## config.mk

```make
export PLATFORM = sky130hd
export DESIGN_NAME = grid_trigger_step_sequencer_flat
export DESIGN_NICKNAME = d
export VERILOG_FILES = /design/src/design/gtss_pkg.sv /design/src/design/gtss_if.sv /design/src/design/gtss_pattern.sv /design/src/design/gtss_front.sv /design/src/design/gtss_back.sv /design/src/design/grid_trigger_step_sequencer.sv /design/src/flat_wrapper.sv
export SDC_FILE = /design/constraint.sdc
export NUM_CORES = 1
export LEC_CHECK = 0
export ABC_AREA = 1
export BUFFER_PORTS_ARGS = -buffer_cell sky130_fd_sc_hd__buf_2
export CAP_MARGIN = 5
export CELL_PAD_IN_SITES_DETAIL_PLACEMENT = 0
export CELL_PAD_IN_SITES_GLOBAL_PLACEMENT = 2
export CORE_AREA = 5 5 239 241
export DETAILED_ROUTE_END_ITERATION = 10
export DIE_AREA = 0 0 244 246
export GPL_ROUTABILITY_DRIVEN = 0
export PLACE_DENSITY_LB_ADDON = 0.1
export SLEW_MARGIN = 15
export SYNTH_ARGS = -nofsm -noshare
export SYNTH_HDL_FRONTEND = slang
export SYNTH_HIERARCHICAL = 1
export SYNTH_SLANG_ARGS = --single-unit
```

## constraint.sdc

```tcl
create_clock -name i_clk -period 4.65 [get_ports i_clk]
set_input_delay 0.93 -clock i_clk [delete_from_list [all_inputs] [get_ports i_clk]]
set_output_delay 0.93 -clock i_clk [all_outputs]
set_load 0.05 [all_outputs]
```

## src/design/gtss_pkg.sv

```systemverilog
// ----------------------------------------------------------------------------
// Grid trigger step sequencer package
// Sizes, shared types, register indexes and cell address helpers.
// ----------------------------------------------------------------------------
package gtss_pkg;

    localparam int TRACKS = 5;
    localparam int STEPS  = 16;
    localparam int CELLS  = TRACKS * STEPS;

    localparam int ROW_W  = $clog2(STEPS);
    localparam int COL_W  = (TRACKS > 1) ? $clog2(TRACKS) : 1;

    // Fixed field widths of the channels.
    localparam int IDX_W       = 7;
    localparam int TRIG_W      = 5;
    localparam int STEP_OUT_W  = 4;
    localparam int PULSE_W     = 16;
    localparam int LAST_W      = 4;
    localparam int CFG_IDX_W   = 8;
    localparam int CFG_DATA_W  = 16;

    localparam logic [PULSE_W-1:0] PULSE_RESET = PULSE_W'(50);
    localparam logic [LAST_W-1:0]  LAST_RESET  = LAST_W'(15);

    localparam logic [CFG_IDX_W-1:0] CFG_PULSE_LENGTH = CFG_IDX_W'(0);
    localparam logic [CFG_IDX_W-1:0] CFG_LAST_STEP    = CFG_IDX_W'(1);

    typedef logic [ROW_W-1:0]   t_row;
    typedef logic [COL_W-1:0]   t_col;
    typedef logic [TRACKS-1:0]  t_rowbits;

    typedef struct packed {
        t_row row;
        t_col col;
    } t_cell;

    typedef struct packed {
        t_row fire;
        t_row tog;
        t_row view;
    } t_rd_addr;

    typedef struct packed {
        t_rowbits fire;
        t_rowbits tog;
        t_rowbits view;
    } t_rd_data;

    typedef struct packed {
        logic     en;
        t_row     row;
        t_rowbits data;
    } t_wr;

    typedef struct packed {
        logic  adv;
        logic  tog_en;
        t_row  fire_row;
        t_cell tog;
        logic  view_en;
        t_cell view;
        t_row  step;
        logic  edit;
    } t_s1;

    // Splits a grid index into its row and track without a divider.
    function automatic t_cell split_cell(input logic [IDX_W-1:0] idx);
        t_cell res;
        res = '0;
        for (int r = 0; r < STEPS; r++) begin
            if (int'(idx) >= r * TRACKS) begin
                res.row = ROW_W'(r);
                res.col = COL_W'(int'(idx) - r * TRACKS);
            end
        end
        return res;
    endfunction

    // Row sum modulo the number of steps; both operands are below STEPS.
    function automatic t_row wrap_row(input t_row a, input t_row b);
        logic [ROW_W:0] sum;
        sum = {1'b0, a} + {1'b0, b};
        if (sum >= (ROW_W + 1)'(STEPS)) begin
            sum = sum - (ROW_W + 1)'(STEPS);
        end
        return sum[ROW_W-1:0];
    endfunction

endpackage

```

## src/design/gtss_if.sv

```systemverilog
// ----------------------------------------------------------------------------
// Grid trigger step sequencer channels
// Request, response and register write channels with valid/ready handshake.
// ----------------------------------------------------------------------------
interface gtss_req_if;
    logic                       valid;
    logic                       ready;
    logic                       reset_edge;
    logic                       advance_edge;
    logic                       edit_edge;
    logic                       toggle_valid;
    logic [gtss_pkg::IDX_W-1:0] toggle_index;
    logic [gtss_pkg::IDX_W-1:0] view_index;

    modport source(output valid, reset_edge, advance_edge, edit_edge, toggle_valid,
                   toggle_index, view_index, input ready);
    modport sink(input valid, reset_edge, advance_edge, edit_edge, toggle_valid,
                 toggle_index, view_index, output ready);
endinterface

interface gtss_rsp_if;
    logic                            valid;
    logic                            ready;
    logic [gtss_pkg::TRIG_W-1:0]     trigger_bits;
    logic [gtss_pkg::STEP_OUT_W-1:0] current_step;
    logic                            edit_mode;
    logic                            view_lit;

    modport source(output valid, trigger_bits, current_step, edit_mode, view_lit,
                   input ready);
    modport sink(input valid, trigger_bits, current_step, edit_mode, view_lit,
                 output ready);
endinterface

interface gtss_cfg_if;
    logic                            valid;
    logic                            ready;
    logic [gtss_pkg::CFG_IDX_W-1:0]  reg_index;
    logic [gtss_pkg::CFG_DATA_W-1:0] wr_data;

    modport source(output valid, reg_index, wr_data, input ready);
    modport sink(input valid, reg_index, wr_data, output ready);
endinterface

```

## src/design/gtss_pattern.sv

```systemverilog
// ----------------------------------------------------------------------------
// Grid trigger step sequencer pattern store
// Two identical row memories give three registered read ports; row valid
// bits make the pattern read as cleared right after reset.
// ----------------------------------------------------------------------------
module gtss_pattern (
    input  logic               i_clk,
    input  logic               i_rst_n,
    input  logic               i_rd_en,
    input  gtss_pkg::t_rd_addr i_rd_addr,
    input  gtss_pkg::t_wr      i_wr,
    output gtss_pkg::t_rd_data o_rd_data
);

    gtss_pkg::t_rowbits         r_mem_a [gtss_pkg::STEPS];
    gtss_pkg::t_rowbits         r_mem_b [gtss_pkg::STEPS];
    logic [gtss_pkg::STEPS-1:0] r_row_vld;
    gtss_pkg::t_rd_data         r_rd;

    always_ff @(posedge i_clk) begin
        if (!i_rst_n) begin
            r_row_vld <= '0;
        end else if (i_wr.en) begin
            r_row_vld[i_wr.row] <= 1'b1;
        end
    end

    always_ff @(posedge i_clk) begin
        if (i_wr.en) begin
            r_mem_a[i_wr.row] <= i_wr.data;
            r_mem_b[i_wr.row] <= i_wr.data;
        end
    end

    always_ff @(posedge i_clk) begin
        if (i_rd_en) begin
            r_rd.fire <= r_row_vld[i_rd_addr.fire] ? r_mem_a[i_rd_addr.fire] : '0;
            r_rd.tog  <= r_row_vld[i_rd_addr.tog]  ? r_mem_a[i_rd_addr.tog]  : '0;
            r_rd.view <= r_row_vld[i_rd_addr.view] ? r_mem_b[i_rd_addr.view] : '0;
        end
    end

    assign o_rd_data = r_rd;

endmodule

```

## src/design/gtss_front.sv

```systemverilog
// ----------------------------------------------------------------------------
// Grid trigger step sequencer front stage
// Takes a request, updates the step row and edit mode, and issues the row
// reads for firing, toggling and viewing.
// ----------------------------------------------------------------------------
module gtss_front (
    input  logic                              i_clk,
    input  logic                              i_rst_n,
    gtss_req_if.sink                          i_req,
    input  logic                              i_go,
    input  logic [gtss_pkg::LAST_W-1:0]       i_last_step,
    output logic                              o_rd_en,
    output gtss_pkg::t_rd_addr                o_rd_addr,
    output logic                              o_s1_valid,
    output gtss_pkg::t_s1                     o_s1
);

    gtss_pkg::t_row  r_step;
    logic            r_edit;
    logic            r_s1_valid;
    gtss_pkg::t_s1   r_s1;

    gtss_pkg::t_row  row_rst;
    gtss_pkg::t_row  last_row;
    gtss_pkg::t_row  n_step;
    logic            n_edit;
    gtss_pkg::t_cell tog_cell;
    gtss_pkg::t_cell view_cell;
    gtss_pkg::t_s1   n_s1;
    logic            accept;

    assign i_req.ready = !r_s1_valid || i_go;
    assign accept      = i_req.valid && i_req.ready;

    always_comb begin
        row_rst = i_req.reset_edge ? '0 : r_step;
        if (int'(i_last_step) > gtss_pkg::STEPS - 1) begin
            last_row = gtss_pkg::ROW_W'(gtss_pkg::STEPS - 1);
        end else begin
            last_row = gtss_pkg::ROW_W'(i_last_step);
        end
        n_step = row_rst;
        if (i_req.advance_edge) begin
            n_step = (row_rst < last_row) ? row_rst + gtss_pkg::ROW_W'(1) : '0;
        end
        n_edit = r_edit ^ i_req.edit_edge;

        // Outside edit mode the grid scrolls with the step row.
        tog_cell  = gtss_pkg::split_cell(i_req.toggle_index);
        view_cell = gtss_pkg::split_cell(i_req.view_index);
        if (!n_edit) begin
            tog_cell.row  = gtss_pkg::wrap_row(tog_cell.row, n_step);
            view_cell.row = gtss_pkg::wrap_row(view_cell.row, n_step);
        end

        n_s1.adv      = i_req.advance_edge;
        n_s1.tog_en   = i_req.toggle_valid && (int'(i_req.toggle_index) < gtss_pkg::CELLS);
        n_s1.fire_row = row_rst;
        n_s1.tog      = tog_cell;
        n_s1.view_en  = int'(i_req.view_index) < gtss_pkg::CELLS;
        n_s1.view     = view_cell;
        n_s1.step     = n_step;
        n_s1.edit     = n_edit;
    end

    assign o_rd_en        = accept;
    assign o_rd_addr.fire = row_rst;
    assign o_rd_addr.tog  = tog_cell.row;
    assign o_rd_addr.view = view_cell.row;

    always_ff @(posedge i_clk) begin
        if (!i_rst_n) begin
            r_step     <= '0;
            r_edit     <= 1'b0;
            r_s1_valid <= 1'b0;
        end else begin
            if (accept) begin
                r_step <= n_step;
                r_edit <= n_edit;
            end
            if (accept) begin
                r_s1_valid <= 1'b1;
            end else if (i_go) begin
                r_s1_valid <= 1'b0;
            end
        end
    end

    always_ff @(posedge i_clk) begin
        if (accept) begin
            r_s1 <= n_s1;
        end
    end

    assign o_s1_valid = r_s1_valid;
    assign o_s1       = r_s1;

endmodule

```

## src/design/gtss_back.sv

```systemverilog
// ----------------------------------------------------------------------------
// Grid trigger step sequencer back stage
// Forwards the last row write, fires and counts the pulses, toggles the
// pattern cell, writes the row back and holds the response register.
// ----------------------------------------------------------------------------
module gtss_back (
    input  logic                          i_clk,
    input  logic                          i_rst_n,
    input  logic                          i_s1_valid,
    input  gtss_pkg::t_s1                 i_s1,
    input  gtss_pkg::t_rd_data            i_rd,
    input  logic [gtss_pkg::PULSE_W-1:0]  i_pulse_len,
    output logic                          o_go,
    output gtss_pkg::t_wr                 o_wr,
    gtss_rsp_if.source                    o_rsp
);

    logic [gtss_pkg::PULSE_W-1:0]    r_cnt [gtss_pkg::TRACKS];
    logic                            r_wr_v;
    gtss_pkg::t_row                  r_wr_row;
    gtss_pkg::t_rowbits              r_wr_data;
    logic                            r_o_valid;
    logic [gtss_pkg::TRIG_W-1:0]     r_trig;
    logic [gtss_pkg::STEP_OUT_W-1:0] r_step;
    logic                            r_edit;
    logic                            r_lit;

    logic [gtss_pkg::PULSE_W-1:0]    n_cnt [gtss_pkg::TRACKS];
    logic [gtss_pkg::PULSE_W-1:0]    cnt_ld;
    gtss_pkg::t_rowbits              fire_d;
    gtss_pkg::t_rowbits              tog_d;
    gtss_pkg::t_rowbits              view_d;
    gtss_pkg::t_rowbits              tog_new;
    gtss_pkg::t_rowbits              active;
    logic [gtss_pkg::TRIG_W-1:0]     trig;
    logic                            lit;
    logic                            advance;

    assign o_go    = !r_o_valid || o_rsp.ready;
    assign advance = i_s1_valid && o_go;

    always_comb begin
        // The row written by the previous request may not be in the read data yet.
        fire_d = (r_wr_v && r_wr_row == i_s1.fire_row) ? r_wr_data : i_rd.fire;
        tog_d  = (r_wr_v && r_wr_row == i_s1.tog.row)  ? r_wr_data : i_rd.tog;
        view_d = (r_wr_v && r_wr_row == i_s1.view.row) ? r_wr_data : i_rd.view;

        tog_new = tog_d;
        tog_new[i_s1.tog.col] = !tog_d[i_s1.tog.col];
        if (i_s1.tog_en && i_s1.view.row == i_s1.tog.row) begin
            view_d = tog_new;
        end
        lit = i_s1.view_en && view_d[i_s1.view.col];

        for (int t = 0; t < gtss_pkg::TRACKS; t++) begin
            cnt_ld    = (i_s1.adv && fire_d[t]) ? i_pulse_len : r_cnt[t];
            active[t] = cnt_ld != '0;
            n_cnt[t]  = cnt_ld - gtss_pkg::PULSE_W'(active[t]);
        end

        trig = '0;
        for (int t = 0; t < gtss_pkg::TRIG_W; t++) begin
            if (t < gtss_pkg::TRACKS) begin
                trig[t] = active[t];
            end
        end
    end

    assign o_wr.en   = advance && i_s1.tog_en;
    assign o_wr.row  = i_s1.tog.row;
    assign o_wr.data = tog_new;

    always_ff @(posedge i_clk) begin
        if (!i_rst_n) begin
            r_o_valid <= 1'b0;
            r_wr_v    <= 1'b0;
            for (int t = 0; t < gtss_pkg::TRACKS; t++) begin
                r_cnt[t] <= '0;
            end
        end else begin
            if (o_go) begin
                r_o_valid <= i_s1_valid;
            end
            if (advance) begin
                for (int t = 0; t < gtss_pkg::TRACKS; t++) begin
                    r_cnt[t] <= n_cnt[t];
                end
            end
            if (o_wr.en) begin
                r_wr_v <= 1'b1;
            end
        end
    end

    always_ff @(posedge i_clk) begin
        if (o_wr.en) begin
            r_wr_row  <= i_s1.tog.row;
            r_wr_data <= tog_new;
        end
        if (advance) begin
            r_trig <= trig;
            r_step <= gtss_pkg::STEP_OUT_W'(i_s1.step);
            r_edit <= i_s1.edit;
            r_lit  <= lit;
        end
    end

    assign o_rsp.valid        = r_o_valid;
    assign o_rsp.trigger_bits = r_trig;
    assign o_rsp.current_step = r_step;
    assign o_rsp.edit_mode    = r_edit;
    assign o_rsp.view_lit     = r_lit;

endmodule

```

## src/design/grid_trigger_step_sequencer.sv

```systemverilog
// ----------------------------------------------------------------------------
// Grid trigger step sequencer
// Five-track, sixteen-step trigger sequencer with a row-organized pattern
// memory; one request and one response per tick while o_rsp is not stalled.
//
//   channel  | dir | fields
//   ---------+-----+-------------------------------------------------------
//   i_req    | in  | reset_edge advance_edge edit_edge toggle_valid
//            |     | toggle_index view_index
//   o_rsp    | out | trigger_bits current_step edit_mode view_lit
//   i_cfg    | in  | reg_index (0 pulse_length, 1 last_step) wr_data
//
// One request per cycle is sustained while o_rsp is not stalled; a
// response passes the front stage register with the pattern row reads,
// then the back stage with the read-modify-write and pulse counters, and
// sits in the output register. A stalled response holds the back stage,
// and the front stage then holds one more request. Reset is synchronous
// and clears the pattern at once through per-row valid bits, with no
// clearing pass. Register writes are always taken.
// ----------------------------------------------------------------------------
module grid_trigger_step_sequencer (
    input  logic      i_clk,
    input  logic      i_rst_n,
    gtss_req_if.sink  i_req,
    gtss_rsp_if.source o_rsp,
    gtss_cfg_if.sink  i_cfg
);

    logic [gtss_pkg::PULSE_W-1:0] r_pulse_len;
    logic [gtss_pkg::LAST_W-1:0]  r_last_step;

    logic                         go;
    logic                         rd_en;
    gtss_pkg::t_rd_addr           rd_addr;
    gtss_pkg::t_rd_data           rd_data;
    gtss_pkg::t_wr                wr;
    logic                         s1_valid;
    gtss_pkg::t_s1                s1;

    assign i_cfg.ready = 1'b1;

    always_ff @(posedge i_clk) begin
        if (!i_rst_n) begin
            r_pulse_len <= gtss_pkg::PULSE_RESET;
            r_last_step <= gtss_pkg::LAST_RESET;
        end else if (i_cfg.valid) begin
            unique case (i_cfg.reg_index)
                gtss_pkg::CFG_PULSE_LENGTH: begin
                    r_pulse_len <= i_cfg.wr_data[gtss_pkg::PULSE_W-1:0];
                end
                gtss_pkg::CFG_LAST_STEP: begin
                    r_last_step <= i_cfg.wr_data[gtss_pkg::LAST_W-1:0];
                end
                default: begin
                end
            endcase
        end
    end

    gtss_front u_front (
        .i_clk       (i_clk),
        .i_rst_n     (i_rst_n),
        .i_req       (i_req),
        .i_go        (go),
        .i_last_step (r_last_step),
        .o_rd_en     (rd_en),
        .o_rd_addr   (rd_addr),
        .o_s1_valid  (s1_valid),
        .o_s1        (s1)
    );

    gtss_pattern u_pattern (
        .i_clk     (i_clk),
        .i_rst_n   (i_rst_n),
        .i_rd_en   (rd_en),
        .i_rd_addr (rd_addr),
        .i_wr      (wr),
        .o_rd_data (rd_data)
    );

    gtss_back u_back (
        .i_clk       (i_clk),
        .i_rst_n     (i_rst_n),
        .i_s1_valid  (s1_valid),
        .i_s1        (s1),
        .i_rd        (rd_data),
        .i_pulse_len (r_pulse_len),
        .o_go        (go),
        .o_wr        (wr),
        .o_rsp       (o_rsp)
    );

endmodule

```

## src/flat_wrapper.sv

```systemverilog
// flat-port wrapper written by rule: the top's interface ports become plain ports
module grid_trigger_step_sequencer_flat 
  (i_clk, i_rst_n, i_req_valid, i_req_reset_edge, i_req_advance_edge, i_req_edit_edge, i_req_toggle_valid, i_req_toggle_index, i_req_view_index, i_req_ready, o_rsp_valid, o_rsp_trigger_bits, o_rsp_current_step, o_rsp_edit_mode, o_rsp_view_lit, o_rsp_ready, i_cfg_valid, i_cfg_reg_index, i_cfg_wr_data, i_cfg_ready);
  gtss_req_if i_req_i ();
  gtss_rsp_if o_rsp_i ();
  gtss_cfg_if i_cfg_i ();
  input  logic i_clk;
  input  logic i_rst_n;
  input wire logic [$bits(i_req_i.valid)-1:0] i_req_valid;
  input wire logic [$bits(i_req_i.reset_edge)-1:0] i_req_reset_edge;
  input wire logic [$bits(i_req_i.advance_edge)-1:0] i_req_advance_edge;
  input wire logic [$bits(i_req_i.edit_edge)-1:0] i_req_edit_edge;
  input wire logic [$bits(i_req_i.toggle_valid)-1:0] i_req_toggle_valid;
  input wire logic [$bits(i_req_i.toggle_index)-1:0] i_req_toggle_index;
  input wire logic [$bits(i_req_i.view_index)-1:0] i_req_view_index;
  output wire logic [$bits(i_req_i.ready)-1:0] i_req_ready;
  output wire logic [$bits(o_rsp_i.valid)-1:0] o_rsp_valid;
  output wire logic [$bits(o_rsp_i.trigger_bits)-1:0] o_rsp_trigger_bits;
  output wire logic [$bits(o_rsp_i.current_step)-1:0] o_rsp_current_step;
  output wire logic [$bits(o_rsp_i.edit_mode)-1:0] o_rsp_edit_mode;
  output wire logic [$bits(o_rsp_i.view_lit)-1:0] o_rsp_view_lit;
  input wire logic [$bits(o_rsp_i.ready)-1:0] o_rsp_ready;
  input wire logic [$bits(i_cfg_i.valid)-1:0] i_cfg_valid;
  input wire logic [$bits(i_cfg_i.reg_index)-1:0] i_cfg_reg_index;
  input wire logic [$bits(i_cfg_i.wr_data)-1:0] i_cfg_wr_data;
  output wire logic [$bits(i_cfg_i.ready)-1:0] i_cfg_ready;
  assign i_req_i.valid = i_req_valid;
  assign i_req_i.reset_edge = i_req_reset_edge;
  assign i_req_i.advance_edge = i_req_advance_edge;
  assign i_req_i.edit_edge = i_req_edit_edge;
  assign i_req_i.toggle_valid = i_req_toggle_valid;
  assign i_req_i.toggle_index = i_req_toggle_index;
  assign i_req_i.view_index = i_req_view_index;
  assign i_req_ready = i_req_i.ready;
  assign o_rsp_valid = o_rsp_i.valid;
  assign o_rsp_trigger_bits = o_rsp_i.trigger_bits;
  assign o_rsp_current_step = o_rsp_i.current_step;
  assign o_rsp_edit_mode = o_rsp_i.edit_mode;
  assign o_rsp_view_lit = o_rsp_i.view_lit;
  assign o_rsp_i.ready = o_rsp_ready;
  assign i_cfg_i.valid = i_cfg_valid;
  assign i_cfg_i.reg_index = i_cfg_reg_index;
  assign i_cfg_i.wr_data = i_cfg_wr_data;
  assign i_cfg_ready = i_cfg_i.ready;
  grid_trigger_step_sequencer u_core (.i_clk(i_clk), .i_rst_n(i_rst_n), .i_req(i_req_i), .o_rsp(o_rsp_i), .i_cfg(i_cfg_i));
endmodule
```

==> results of run 1 <==
[worst reg2reg max path: cells and delay by family, from the launching register on]
kind	cells	cell delay, ps
flip-flops	1	470
AND/OR/NAND/NOR	15	2540
adder cells (fa/ha/maj)	1	230
AO/OA/AOI/OAI	1	540
[flip-flops by register name (all words and copies together) (netlist names)]
| name | count |
|---|---|
| u_core/u_front/o_s1 | 26 |
| u_core/u_back/o_rsp.edit_mode | 1 |
| u_core/u_pattern/r_mem_b | 75 |
| u_core/u_back/r_wr_v | 1 |
| u_core/u_back/r_wr_data | 5 |
| u_core/u_front/r_step | 4 |
| u_core/u_pattern/r_mem_a | 5 |
| u_core/r_pulse_len | 16 |
| u_core/u_back/o_rsp.trigger_bits | 5 |
| u_core/u_pattern/o_rd_data | 15 |
| u_core/u_back/o_rsp.view_lit | 1 |
| u_core/u_front/o_s1_valid | 1 |
| u_core/u_back/r_cnt | 80 |
| u_core/u_pattern/r_row_vld | 16 |
| u_core/u_back/r_wr_row | 4 |
| u_core/u_back/o_rsp.valid | 1 |
| u_core/u_front/r_edit | 1 |
| u_core/r_last_step | 4 |
| u_core/u_back/o_rsp.current_step | 4 |
[metal layers]
metal	routed length, um	vias to the layer above	global-route usage (%)
met5	0	-	0
met4	2590	0	8.38
met3	2600	125	2.54
met2	33400	432	39.8
met1	29500	8501	27.7
li1	-	9144	-
[stage by stage]
| step | utilization (%) | setup WS (ps) | power (mW) |
|---|---|---|---|
| after floorplan | - | 474 | 4.19 |
| after global routing | 39.4 | 252 | 7.84 |
| final | 39.4 | 566 | 7.41 |
| after CTS | 39.3 | 596 | 7.51 |
| after detailed placement | 37.3 | 52.9 | 4.80 |
| after global placement | 37.3 | 35.1 | 4.81 |
[power groups by stage]
stage / Combinational [mW] / Clock (mW) / Sequential [mW]
after floorplan: 1.33 / 0 / 2.86
after global placement: 1.92 / 0 / 2.89
after detailed placement: 1.92 / 0 / 2.89
after CTS: 1.93 / 2.75 / 2.84
after global routing: 2.15 / 2.84 / 2.85
final: 1.92 / 2.65 / 2.84
[cell families (layout without fill, tap and decap cells)]
kind of cell | Yosys count | in the layout | share of synthesized area (%)
and+or+nand+nor | 1712 | 1712 | 38.6
buffers and inverters | 548 | 609 | 12.2
DFF | 265 | 265 | 38.8
AOI/OAI and AO/OA | 246 | 246 | 6.93
adders and majority gates | 43 | 43 | 2.85
xor gates and xnor gates | 12 | 12 | 0.542
other | 1 | 1 | 0.0193
muxes | 1 | 1 | 0.0516
[path summary, 6_finish.rpt]
| check | to | cells past startpoint | start | slack [ps] |
|---|---|---|---|---|
| worst max-delay path | u_core/u_pattern/o_rd_data[7]$_SDFFCE_PN0P_ | 30 | i_req_toggle_index[2] | 570 |
| worst min-delay path | u_core/u_back/o_rsp.edit_mode$_DFFE_PP_ | 0 | u_core/u_front/o_s1[0]$_DFFE_PP_ | 420 |
| worst max register to register | u_core/u_back/r_cnt[0][77]$_SDFFCE_PN0P_ | 17 | u_core/u_back/r_wr_row[0]$_DFFE_PP_ | 640 |
| worst min register to register | u_core/u_back/o_rsp.edit_mode$_DFFE_PP_ | 0 | u_core/u_front/o_s1[0]$_DFFE_PP_ | 420 |
[area by class of cell]
class / instances / share of cell area, %
multi-input cells: 2015 / 44.4
clock buffers: 46 / 4.80
clock inverters: 17 / 0.459
well taps: 704 / 4.09
inverters: 427 / 7.48
repair buffers: 119 / 3.87
flip-flops and latches: 265 / 34.9
[synthesized netlist by cell type (5+ instances only)]
cell | instances | area share (%)
buf_2 | 38 | 0.98
nor2_1 | 225 | 4.4
buf_4 | 34 | 1.3
nand3_2 | 11 | 0.57
nand4_1 | 19 | 0.61
a21oi_1 | 117 | 3.0
nor2_2 | 26 | 0.84
nand2_2 | 29 | 0.94
inv_2 | 18 | 0.35
xnor2_1 | 5 | 0.23
buf_6 | 17 | 0.99
xor2_1 | 7 | 0.32
nand3_1 | 437 | 11
o22ai_1 | 6 | 0.19
nor2_4 | 12 | 0.70
edfxtp_1 | 221 | 34
clkbuf_1 | 28 | 0.54
o21ai_1 | 15 | 0.39
inv_1 | 401 | 7.8
dfxtp_1 | 44 | 4.5
ha_1 | 41 | 2.6
o211ai_1 | 6 | 0.23
nand2_1 | 912 | 18
a31oi_1 | 6 | 0.19
nor3_1 | 18 | 0.46
o21ai_0 | 76 | 2.0
clkinv_1 | 5 | 0.097
==> summary.txt, run 1 <==
Run status
  – Status: complete, no violations

Setup path
  – CP top delay family: simple AND/OR/NAND/NOR gates
  – Crit path launch type: primary input
  – Critical Path Fanout Max: 24
  – Slowest cell delay on critical path: 490 ps
  – Arr. time, crit path: 4390 ps
  – CP bufs+invs: 6
  – Crit-path most repeated cell: nand2_1
  – Crit path capture type: flip-flop
  – Worst EP required: 4960 ps
  – Critical Path Slowest Stage Cell: fa_1
  – Critical path class: in -> reg

Global route
  – Global-route wire length before repair: 105000 um
  – Initial antenna violation count: 0
  – Vias in the first global route: 18000
  – GR Util All Layers: 22.3%
  – Largest net degree at the start of global routing: 96
  – Grt total ovfl: 0

Final layout
  – Post-layout net count: 2953
  – Final Cell Area: 21500 sq um
  – Register area: 7520 sq um
  – Commonest non-fill, non-tap cell in the layout: nand2_1
  – Share of layout cells above drive strength 1: 10.5%
  – Most frequent cells in the layout: 909 x nand2_1, 437 x nand3_1, 400 x inv_1
  – Final non-filler cell total: 3593
  – Area growth syn-to-layout: 11.0%
  – Multi-input logic area: 9540 sq um
  – Layout filler cell count: 5824
  – Antenna cells: 0

STA
  – RSZ-0062 raised after global routing: false
  – Final setup fails: 0
  – Max transition margin: 31.1%
  – Crit path time final: 4080 ps
  – TNS Setup: 0 ps
  – FMAX: 0.245 GHz
  – Fin. Hold Viols: 0
  – Final Hold Slack: 420 ps
  – Clock skew: 29.4 ps
  – Max-slew violations: 0
  – Worst-margin pin slew: 1030 ps
  – Period utilization: 87.8%

CTS
  – Clk sink count: 265
  – Clk_lat worst skew: 550 ps
  – H-tree depth: 2
  – Cts hold-fix bufs: 0
  – TritonCTS clock tree: done
  – CTS Root Cell: clkbuf_16
  – Clk pin slew, worst setup/hold paths: 60 ps
  – Clock Path Buffers: 3
  – CTS buffer count: 35
  – Setup Fix Bufs, Post-CTS: 0
  – Post-CTS sizing: 0

Logic synthesis
  – Top FF cell, synth: edfxtp_1
  – Mapped Cells: 2828
  – Library cells used by synthesis: 49
  – Seq/Total Area, Yosys: 38.8%
  – Syn Nets: 2918
  – Post-synth EDFFs: 221
  – Post-Syn Area: 19400 sq um
  – Synth async-reset ratio: 0%
  – Synth Area per Inst: 6.86 sq um
  – Yosys warns: 6
  – Synth Register Bits: 265

Routing
  – Via density: 5.07
  – WL final: 68100 um
  – Drt drc: 0
  – Routed len/inst: 18.9 um
  – Final antenna-violating net count: 0
  – DR vias: 18200
  – Iteration-0 DRC Markers: 1331
  – TritonRoute pass-1 iters: 5

Floorplanning
  – Core Region: 54700 sq um
  – Die area: 60000 sq um
  – Die Wd: 244 um
  – Die span in y: 246 um
  – Initial Util: 35.5%
  – Cell row count: 86
  – IO Pins: 61

Power
  – Combinational power share: 26.0%
  – PD cells: 344 nW/um^2
  – Internal power: 4.91 mW
  – Switching share of power: 33.8%
  – Clock share of power: 35.8%
  – P_sw: 2.50 mW
  – LEAKAGE: 10.3 nW
  – Worst VDD drop: 0.278 mV
  – Sequential power share: 38.3%

Placement
  – Cell count after placement: 3530
  – IO Port Bufs: 59
  – Hpwl dp: 49400 um
  – Placed Area: 20400 sq um

Min path
  – Min-delay worst type: reg -> reg

Job
  – Max-Cap Viols: 0
Note: power is estimated with default switching activity, not from simulation.
==> run 2, diff against run 1 <==
clock period = 3.95 ns   (was 4.65 ns; I/O delays follow)
==> summary.txt, run 2 (synthesized netlist as in run 1, its figures left out) <==
Setup path
  – Critical Path Slowest Stage Cell: fa_1
  – Crit path capture type: flip-flop
  – CP bufs+invs: 6
  – Crit-path most repeated cell: nand2_1
  – Worst EP required: 4250 ps
  – Critical Path Fanout Max: 12
  – Slowest cell delay on critical path: 500 ps
  – Crit path launch type: primary input
  – Critical path class: in -> reg
  – CP top delay family: simple AND/OR/NAND/NOR gates
  – Arr. time, crit path: 3970 ps

Routing
  – TritonRoute pass-1 iters: 6
  – Iteration-0 DRC Markers: 1300
  – DR vias: 18800
  – Routed len/inst: 18.7 um
  – Via density: 5.04
  – WL final: 69500 um
  – Drt drc: 0
  – Final antenna-violating net count: 0

Job
  – Max-Cap Viols: 0

Power
  – Sequential power share: 36.8%
  – P_sw: 3.00 mW
  – Switching share of power: 33.1%
  – Final Power: 9.08 mW
  – Internal power: 6.08 mW
  – Clock share of power: 36.2%
  – Combinational power share: 27.0%
  – Worst VDD drop: 0.277 mV
  – PD cells: 399 nW/um^2
  – LEAKAGE: 10.9 nW

STA
  – Clock skew: 16.9 ps
  – Final setup fails: 0
  – Max-slew violations: 0
  – Max transition margin: 27.6%
  – RSZ-0062 raised after global routing: true
  – Worst-margin pin slew: 1090 ps
  – Fin. Hold Viols: 0
  – FMAX: 0.273 GHz
  – Crit path time final: 3670 ps
  – Period utilization: 92.9%

Floorplanning
  – IO Pins: 61
  – Die span in y: 246 um
  – Die area: 60000 sq um
  – Initial Util: 35.5%
  – Core Region: 54700 sq um
  – Die Wd: 244 um
  – Cell row count: 86

Run status
  – Status: complete, no violations

Final layout
  – Antenna cells: 0
  – Most frequent cells in the layout: 903 x nand2_1, 436 x nand3_1, 393 x inv_1
  – Max reg flops: 80
  – Area growth syn-to-layout: 17.2%
  – Final Cell Area: 22700 sq um
  – Commonest non-fill, non-tap cell in the layout: nand2_1
  – Layout filler cell count: 5830
  – Reg with most FFs: u_core/u_back/r_cnt
  – Register area: 7520 sq um
  – Share of layout cells above drive strength 1: 15.1%
  – Post-layout net count: 3081
  – Multi-input logic area: 9610 sq um

Min path
  – Min-delay worst type: reg -> reg

CTS
  – Clk pin slew, worst setup/hold paths: 60 ps
  – Clock Path Buffers: 3
  – CTS buffer count: 35
  – Clk_lat worst skew: 540 ps
  – Cts hold-fix bufs: 0
  – Clk sink count: 265
  – H-tree depth: 2
  – CTS Root Cell: clkbuf_16
  – TritonCTS clock tree: done

Global route
  – Largest net degree at the start of global routing: 98
  – Initial antenna violation count: 0
  – Grt total ovfl: 0
  – Vias in the first global route: 18300
  – Global-route wire length before repair: 107000 um
  – GR Util All Layers: 22.6%

Placement
  – IO Port Bufs: 59
  – Placed Area: 21400 sq um
  – Hpwl dp: 50800 um
## run 2: power groups by stage
| stage | Sequential [mW] | Clock, mW | Combinational, mW |
|---|---|---|---|
| 2_1_floorplan | 3.37 | 0 | 1.57 |
| 3_3_place_gp | 3.40 | 0 | 2.37 |
| 3_5_place_dp | 3.40 | 0 | 2.38 |
| 4_1_cts | 3.34 | 3.39 | 2.39 |
| 5_1_grt | 3.35 | 3.50 | 2.73 |
| 6_report | 3.34 | 3.28 | 2.45 |
## run 2: final timing paths
path	cells past startpoint	slack, ps	endpoint	startpoint
max	33	280	u_core/u_pattern/o_rd_data[8]$_SDFFCE_PN0P_	i_req_toggle_index[1]
min reg2reg	0	420	u_core/u_back/o_rsp.current_step[2]$_DFFE_PP_	u_core/u_front/o_s1[3]$_DFFE_PP_
max reg2reg	20	370	u_core/u_pattern/o_rd_data[7]$_SDFFCE_PN0P_	u_core/r_last_step[1]$_SDFFE_PN1P_
min	0	420	u_core/u_back/o_rsp.current_step[2]$_DFFE_PP_	u_core/u_front/o_s1[3]$_DFFE_PP_
## run 2: per-layer routing
metal  global-route usage (%)  wire length (um)  vias to the layer above
met2                     41.5             35200                      413
li1                         -                 -                     9381
met1                     27.8             29700                     8861
met3                     2.60              2540                      105
met4                     6.82              2060                        0
met5                        0                 0                        -
## run 2: through the flow
step | std cells | TNS [ps] | setup WS [ps] | util (%) | hold slack [ps]
after CTS | 3715 | 0 | 96.6 | 41.3 | 421
after global routing | 3721 | -34.8 | -25.1 | 41.6 | 434
after detailed placement | 3652 | -4390 | -473 | 39.1 | 407
after global placement | 3652 | -3910 | -431 | 39.1 | 409
after floorplan | 2828 | 0 | 1.88 | - | 400
final | 3721 | 0 | 280 | 41.6 | 419
## run 2: final cells by class
| cell class | instances | area share [%] |
|---|---|---|
| inverter | 427 | 7.16 |
| sequential | 265 | 33.1 |
| tap | 704 | 3.87 |
| multi-input combinational | 2015 | 42.3 |
| clock inverter | 16 | 0.583 |
| timing repair inverter | 2 | 0.0495 |
| timing repair buffer | 245 | 8.37 |
| clock buffer | 47 | 4.61 |
## run 2: repair_timing
| action | 4_1_cts | 5_1_grt |
|---|---|---|
| setup buffers | 0 | 3 |
| endpoints found under the hold margin | 0 | 0 |
| gates resized for setup | 0 | 35 |
| setup endpoints to repair | 0 | 15 |
==> run 3, diff against run 2 <==
REMOVE_ABC_BUFFERS = 1   (was unset)
==> summary.txt, run 3 (synthesized netlist as in run 1, its figures left out) <==
Final layout
  – Register area: 7520 sq um
  – Area growth syn-to-layout: 17.6%
  – Most frequent cells in the layout: 904 x nand2_1, 420 x nand3_1, 395 x inv_1
  – Share of layout cells above drive strength 1: 15.5%
  – Post-layout net count: 3086
  – Final non-filler cell total: 3726
  – Max reg flops: 80
  – Multi-input logic area: 9680 sq um
  – Commonest non-fill, non-tap cell in the layout: nand2_1
  – Final Cell Area: 22800 sq um
  – Layout filler cell count: 5746
  – Reg with most FFs: u_core/u_back/r_cnt
  – Layout Utilization: 41.7%

STA
  – Fin. Hold Viols: 0
  – Max transition margin: 27.0%
  – Final Hold Slack: 413 ps
  – FMAX: 0.270 GHz
  – Worst-margin pin slew: 1090 ps
  – Period utilization: 93.9%
  – Final setup fails: 0
  – Max-slew violations: 0
  – Crit path time final: 3710 ps
  – Clock skew: 35.9 ps
  – RSZ-0062 raised after global routing: false
  – TNS Setup: 0 ps
  – Final worst setup slack: 240 ps

Power
  – Worst VDD drop: 0.302 mV
  – Switching share of power: 33.6%
  – Combinational power share: 28.2%
  – Final Power: 8.96 mW
  – LEAKAGE: 11.0 nW
  – Sequential power share: 37.3%
  – PD cells: 393 nW/um^2
  – P_sw: 3.01 mW
  – Clock share of power: 34.6%
  – Internal power: 5.95 mW

Setup path
  – Worst EP required: 4270 ps
  – Critical Path Fanout Max: 6
  – Crit path launch type: primary input
  – Crit-path most repeated cell: nand2_1
  – Critical path class: in -> reg
  – Slowest cell delay on critical path: 470 ps
  – Crit path capture type: flip-flop
  – Critical Path Slowest Stage Cell: fa_1
  – RR Startpoint: u_core/u_back/r_wr_row[2]$_DFFE_PP_
  – Arr. time, crit path: 4030 ps
  – CP bufs+invs: 8
  – Critical Path Source: i_req_toggle_index[1]
  – CP top delay family: simple AND/OR/NAND/NOR gates

Routing
  – Routed len/inst: 18.4 um
  – WL final: 68600 um
  – DR vias: 18800
  – Iteration-0 DRC Markers: 1196
  – TritonRoute pass-1 iters: 5
  – Drt drc: 0
  – Via density: 5.05
  – Final antenna-violating net count: 0

Floorplanning
  – Initial Util: 35.5%
  – Core Region: 54700 sq um
  – Die span in y: 246 um
  – Cell row count: 86
  – Die area: 60000 sq um
  – Die Wd: 244 um
  – IO Pins: 61

Global route
  – Initial antenna violation count: 1
  – Vias in the first global route: 18500
  – Global-route wire length before repair: 106000 um
  – GR Util All Layers: 22.4%
  – Largest net degree at the start of global routing: 98
  – Grt total ovfl: 0

CTS
  – Cts hold-fix bufs: 0
  – TritonCTS clock tree: done
  – Clk pin slew, worst setup/hold paths: 60 ps
  – Clock Path Buffers: 3
  – CTS buffer count: 35
  – Clk sink count: 265
  – Clk_lat worst skew: 560 ps
  – H-tree depth: 2
  – CTS Root Cell: clkbuf_16

Placement
  – IO Port Bufs: 59
  – Hpwl dp: 50400 um
  – Cell count after placement: 3654
  – Placed Area: 21400 sq um
  – Pre-CTS setup slack: -389 ps

Run status
  – Status: complete, no violations

Min path
  – Hold path startpoint: u_core/u_front/o_s1[4]$_DFFE_PP_
  – Min-delay worst type: reg -> reg

Job
  – Max-Cap Viols: 0
## run 3: changes by cell type in the layout (fill, tap and decap cells not counted), sizes merged
cell,change
diode,+1
clkinv,-3
buf,+7
inv,+3
bufinv,-1
clkinvlp,-2
## run 3: power groups by stage
stage | Clock [mW] | Combinational [mW] | Sequential, mW
2_1_floorplan | 0 | 1.41 | 3.39
3_3_place_gp | 0 | 2.41 | 3.40
3_5_place_dp | 0 | 2.42 | 3.40
4_1_cts | 3.20 | 2.43 | 3.34
5_1_grt | 3.32 | 2.79 | 3.35
6_report | 3.10 | 2.53 | 3.34
## run 3: timing repair
| item | CTS | global route |
|---|---|---|
| endpoints found under the hold margin | 0 | 0 |
| buffers inserted | 0 | 6 |
| endpoints found under the setup margin | 0 | 12 |
| resized for setup | 0 | 44 |
## run 3: path summary, 6_finish.rpt
check                                                                      to  slack, ps  cells past startpoint
worst max-delay path              u_core/u_pattern/o_rd_data[7]$_SDFFCE_PN0P_        240                     29
worst min-delay path            u_core/u_back/o_rsp.current_step[3]$_DFFE_PP_        410                      0
worst max register to register       u_core/u_back/r_cnt[0][79]$_SDFFCE_PN0P_        330                     18
worst min register to register  u_core/u_back/o_rsp.current_step[3]$_DFFE_PP_        410                      0
## run 3: layout make-up
cell class | count | area share [%]
sequential | 265 | 33.0
antenna | 1 | 0.0110
timing repair buffer | 252 | 8.76
clock buffer | 47 | 4.35
tap | 704 | 3.86
multi-input combinational | 2015 | 42.5
inverter | 427 | 7.06
clock inverter | 15 | 0.505
## run 3: layer usage
metal	up-vias	part of all wire (%)	GRT usage, %	wire length (um)
met5	-	0.019	0	13
met3	137	3.8	2.72	2640
met4	2	3.6	7.68	2480
met2	419	49	40.0	33700
met1	8852	43	28.1	29800
li1	9401	-	-	-
